File: src/rtl/core/radr_pkg.sv
// Package for the rectangle density raster: item, result and memory request
// types, item kinds, register indexes and the sequencer state. No dependencies.
`timescale 1ns / 1ps
`default_nettype none
package radr_pkg;

	localparam int unsigned SUM_W = 56;
	localparam int unsigned CRD_W = 24;
	localparam int unsigned POS_W = 27;
	localparam int unsigned DIV_W = 26;

	typedef enum logic [1:0] {
		KIND_ADD   = 2'd0,
		KIND_CLEAR = 2'd1,
		KIND_READ  = 2'd2,
		KIND_NONE  = 2'd3
	} kind_t;

	typedef enum logic [2:0] {
		REG_BIN_WIDTH  = 3'd0,
		REG_BIN_HEIGHT = 3'd1,
		REG_GRID_COLS  = 3'd2,
		REG_GRID_ROWS  = 3'd3,
		REG_INCL_TERM  = 3'd4
	} reg_index_t;

	localparam logic [1:0] PLANE_TERMINAL = 2'd2;

	typedef struct packed {
		logic [1:0]  kind;
		logic [1:0]  plane;
		logic [23:0] center_x;
		logic [23:0] center_y;
		logic [23:0] size_x;
		logic [23:0] size_y;
		logic [19:0] margin;
		logic [6:0]  read_col;
		logic [6:0]  read_row;
	} item_t;

	typedef struct packed {
		logic [6:0]  first_col;
		logic [6:0]  first_row;
		logic [6:0]  last_col;
		logic [6:0]  last_row;
		logic [55:0] bin_value;
		logic        saturated;
	} result_t;

	typedef enum logic [3:0] {
		ST_IDLE,
		ST_DIV,
		ST_BOUNDS,
		ST_ROWPREP,
		ST_OY,
		ST_MUL,
		ST_RD,
		ST_WB,
		ST_CLEAR,
		ST_READ,
		ST_READWAIT,
		ST_DONE
	} state_t;

	// Memory request from the sequencer to the density memory.
	typedef struct packed {
		logic rd;
		logic wr;
	} mem_ctl_t;

endpackage
`default_nettype wire

File: src/rtl/core/radr_div.sv
// Restoring divider, one quotient bit per cycle, for the bin index search.
// Depends on radr_pkg.
`timescale 1ns / 1ps
`default_nettype none
module radr_div
	import radr_pkg::*;
(
	input  wire logic             clk,
	input  wire logic             arst_n,
	input  wire logic             go,
	input  wire logic [DIV_W-1:0] dividend,
	input  wire logic [DIV_W-1:0] divisor,
	output logic                  done,
	output logic [DIV_W-1:0]      quotient
);
	localparam int unsigned CNT_W = $clog2(DIV_W + 1);

	logic [DIV_W-1:0] rem_q;
	logic [DIV_W-1:0] quo_q;
	logic [DIV_W-1:0] den_q;
	logic [CNT_W-1:0] cnt_q;
	logic             run_q;
	logic             done_q;
	logic [DIV_W:0]   trial;

	assign trial = {rem_q, quo_q[DIV_W-1]};

	// done is raised by the same edge that shifts in the last quotient bit.
	always_ff @(posedge clk or negedge arst_n) begin
		if (!arst_n) begin
			run_q  <= 1'b0;
			cnt_q  <= '0;
			done_q <= 1'b0;
		end else if (go) begin
			run_q  <= 1'b1;
			cnt_q  <= CNT_W'(DIV_W);
			done_q <= 1'b0;
		end else begin
			done_q <= run_q && (cnt_q == CNT_W'(1));
			if (run_q) begin
				cnt_q <= cnt_q - 1'b1;
				if (cnt_q == CNT_W'(1)) begin
					run_q <= 1'b0;
				end
			end
		end
	end

	always_ff @(posedge clk) begin
		if (go) begin
			rem_q <= '0;
			quo_q <= dividend;
			den_q <= divisor;
		end else if (run_q) begin
			if (trial >= {1'b0, den_q}) begin
				rem_q <= DIV_W'(trial - {1'b0, den_q});
				quo_q <= {quo_q[DIV_W-2:0], 1'b1};
			end else begin
				rem_q <= trial[DIV_W-1:0];
				quo_q <= {quo_q[DIV_W-2:0], 1'b0};
			end
		end
	end

	assign done     = done_q;
	assign quotient = quo_q;
endmodule
`default_nettype wire

File: config.mk
export PLATFORM = sky130hd
export DESIGN_NAME = radr_div
export DESIGN_NICKNAME = d
export VERILOG_FILES = /design/src/rtl/core/radr_pkg.sv /design/src/rtl/core/radr_div.sv
export SDC_FILE = /design/constraint.sdc
export NUM_CORES = 1
export LEC_CHECK = 0
export ABC_CLOCK_PERIOD_IN_PS = 5750
export BUFFER_PORTS_ARGS = -buffer_cell sky130_fd_sc_hd__buf_2
export CAP_MARGIN = 20
export CORE_ASPECT_RATIO = 1.2
export CORE_MARGIN = 2
export CORE_UTILIZATION = 25
export CTS_CLUSTER_SIZE = 28
export DETAILED_ROUTE_END_ITERATION = 16
export GPL_TIMING_DRIVEN = 0
export HOLD_SLACK_MARGIN = 0.1
export PLACE_DENSITY = 0.45
export RECOVER_POWER = 25
export SLEW_MARGIN = 30
export SYNTH_ARGS = -nofsm -noshare
export SYNTH_HDL_FRONTEND = slang
export SYNTH_SLANG_ARGS = --single-unit
export TNS_END_PERCENT = 10
File: constraint.sdc
create_clock -name clk -period 5.75 [get_ports clk]
set_clock_uncertainty 0.05 [all_clocks]
set_input_delay 0.575 -clock clk [delete_from_list [all_inputs] [get_ports clk]]
set_output_delay 0.575 -clock clk [all_outputs]
set_load 0.02 [all_outputs]
==> results_dict.tcl <==
set metrics [dict create \
    tns_ns 0 \
    via_per_inst 4.54 \
    clock_path_buffers 2 \
    final_layout_size_suffix_gt1_share_pct 27.5 \
    met3_usage_pct 2.39 \
    grt_max_degree 29 \
    grt.busiest_layer "met2" \
    fmax_ghz 0.278 \
    grt_pass1_vias 3811 \
    drt_iter0_markers 190 \
    rr_worst_depth 12 \
    syn-num-nets 535 \
    synth_cell_types 61 \
    ys_top_cells_by_area "edfxtp_1 32%, dfxtp_1 11%, ha_1 7.2%" \
    core-area_mm2 0.0189 \
    crit_type "in2reg" \
    crit_buf_inv 4 \
    ant_nets 0 \
    hold_depth 1 \
    synth_top_family_by_area "compound AO/OA/AOI/OAI gates" \
    initial_utilization_pct 25.6 \
    grt_overflow 0 \
    outcome "complete, but fails checks" \
    gr-usage-met1_pct 16.4 \
    ys_seq_area_share_pct 46.7 \
    io_pins 82 \
    synth.avg_cell_area_um2 10.7 \
    fp-row-count 55 \
    min_path_type "in2reg" \
    synth_compound_area_share_pct 16.9 \
    antenna_found_initial 0 \
    cts_setup_buffers 0 \
    dieHeight_um 156 \
    finalHoldViolCount 0 \
    synthCells 451 \
    rsz0062_at_grt "no" \
    crit_chain "clkbuf_1 > clkbuf_1 > nor2_1 > clkbuf_1 > inv_2" \
    cp_data_required_time_ns 5.68 \
    nFillCells 2012 \
    num_vias 3658 \
    synth_most_common_cell "edfxtp_1" \
    critPathLaunchType "input port" \
    max-slew-margin-rel_pct -8.02 \
    areaGrowthSynthToFinish_pct 21.0 \
    setup.worst_path.start "go" \
    cp.depth 5 \
    maxCapViolCount 1 \
    place_inst 788 \
    clkLatencyLatePin_ns 0.35 \
    cpPeakStageDelay_ns 1.15 \
    io_buffers 81 \
    ys_warn_count 0 \
    cpMaxStageDelayCell "clkbuf_1" \
    crit_fanout 28 \
    yosysTopAreaCellShare_pct 32.3 \
    routedWlPerCell_um 15.3 \
    stdcell_count 805 \
    async_reset_ff_share_pct 8.24 \
    die_w_um 131 \
    power_density_mw_per_mm2 259 \
    syn_area_mm2 0.00484 \
    period_share_pct 62.5 \
    maxSlewViolCount 29 \
    final_nets 628 \
    synth_area_leader_cell "edfxtp_1" \
    cts_buffers 9 \
    clk_pin_slew_worst_paths_ns 0.07 \
    muxShareOfSynthArea_pct 7.30 \
    dr.pass1.iters 6 \
    clock_sinks 85 \
    setup-violations-final 0 \
    ys.flop_type "edfxtp_1" \
    synthAdderAreaFrac_pct 7.66 \
    drc_errors 0 \
    synth-xor-area-share_pct 4.71 \
    cts_tree "yes" \
    ys_top_cells_by_count "52 x edfxtp_1, 42 x nand2_1, 32 x inv_1, 28 x ha_1" \
    worst_pin_slew_ns 1.62 \
    synth-edff-count 52 \
    dp_hpwl_um 9110 \
    fin_ws_ns 2.16 \
    hp-start "divisor[7]" \
    grt_usage_pct 12.6 \
    cpMostUsedCell "clkbuf_1" \
    ir_drop_uv 128 \
    synth-simple-area-share_pct 11.4 \
    h-tree-depth 3 \
    violations "max-capacitance violations, max-slew violations" \
    place_congestion 0.848 \
    end_kind "flop" \
    fp.dieArea_mm2 0.0205 \
    drt-total-wl_um 12300 \
    cts-resized-gates 0 \
    ys_seq_elements 85 \
    cp_data_arrival_time_ns 3.53 \
    rr_startpoint "quotient[25]$_DFFE_PP_" \
    clockRootBuffer "clkbuf_16" \
    diodes 0 \
    grt_pass1_wl_um 19900 \
    cp_top_family "buffers and inverters" \
    power_leakage_nw 2.42 \
    place_ws_ns 1.97 \
    met2_usage_pct 20.6 \
    layout_min_cycle_time_ns 3.59 \
]
## power by group
group          switching [W]  total, W  internal, W
Sequential         0.0000218  0.000716     0.000694
Combinational       0.000136  0.000238     0.000101
Clock               0.000262  0.000560     0.000298
Total               0.000420   0.00151      0.00109
## metrics by stage
stage	cell area (um2)	utilization [%]	hold WS, ns	total power [W]
after floorplan	4840	-	0.229	0.000887
after global placement	5560	29.4	0.367	0.000964
after detailed placement	5560	29.4	0.368	0.000968
after CTS	5850	30.9	0.333	0.00154
after global routing	5850	30.9	0.332	0.00159
final	5850	30.9	0.350	0.00151
## path summary, 6_finish.rpt
path,end,slack (ns)
max,quotient[0]$_DFFE_PP_,2.16
min,den_q[7]$_DFFE_PP_,0.35
max reg2reg,rem_q[22]$_SDFFE_PP0P_,2.56
min reg2reg,rem_q[7]$_SDFFE_PP0P_,0.44
max in group asynchronous,cnt_q[3]$_DFFE_PN0P_,4.78
min in group asynchronous,run_q$_DFF_PN0_,0.60
## per-layer routing
metal,vias to the layer above,part of all wire (%)
met5,-,0
met4,0,1.9
met3,16,2.9
met2,59,49
met1,1747,46
li1,1836,-
## state kept, by name, summed over array words and instances, names as in the netlist
signal    flops
quotient     26
rem_q        26
done          1
run_q         1
cnt_q         5
den_q        26
## kinds of logic (layout without fill, tap and decap cells)
logic type,after synthesis,count (layout)
muxes,32,32
xor gates and xnor gates,26,26
AOI/OAI and AO/OA,109,109
DFF,85,85
and+or+nand+nor,115,115
adders and majority gates,29,29
buffers and inverters,55,153
## placed cells by master, fill, tap and decap left out, types with 5 or more instances in the layout
cell and count:
nand2b_1 9, a32oi_1 5, buf_1 5, edfxtp_1 52, buf_2 82, nand2_1 42
a21o_1 11, a311oi_2 7, ha_1 28, a21oi_1 22, o21ai_0 22, mux2_2 26
mux2i_1 6, dfxtp_1 26, clkbuf_1 10, xnor2_1 18, a211oi_1 6, nand3_1 18
nor2_1 22, xor2_1 8, clkbuf_16 9, dfrtp_1 7, inv_1 31, nor3_1 6
## what timing repair did
| item | 4_1_cts | 5_1_grt |
|---|---|---|
| hold buffers | 1 | 0 |
| hold endpoints to repair | 7 | 0 |
| setup endpoints to repair | 0 | 0 |
## final cells by class
class	instances	area, um2	area share, %
multi-input combinational	311	2320	39.7
sequential	85	2260	38.6
timing repair buffer	82	413	7.06
tap	256	320	5.48
clock buffer	9	225	3.85
buffer	23	139	2.37
inverter	32	120	2.05
clock inverter	7	55.1	0.941
Power figures use the tool's default switching activity.
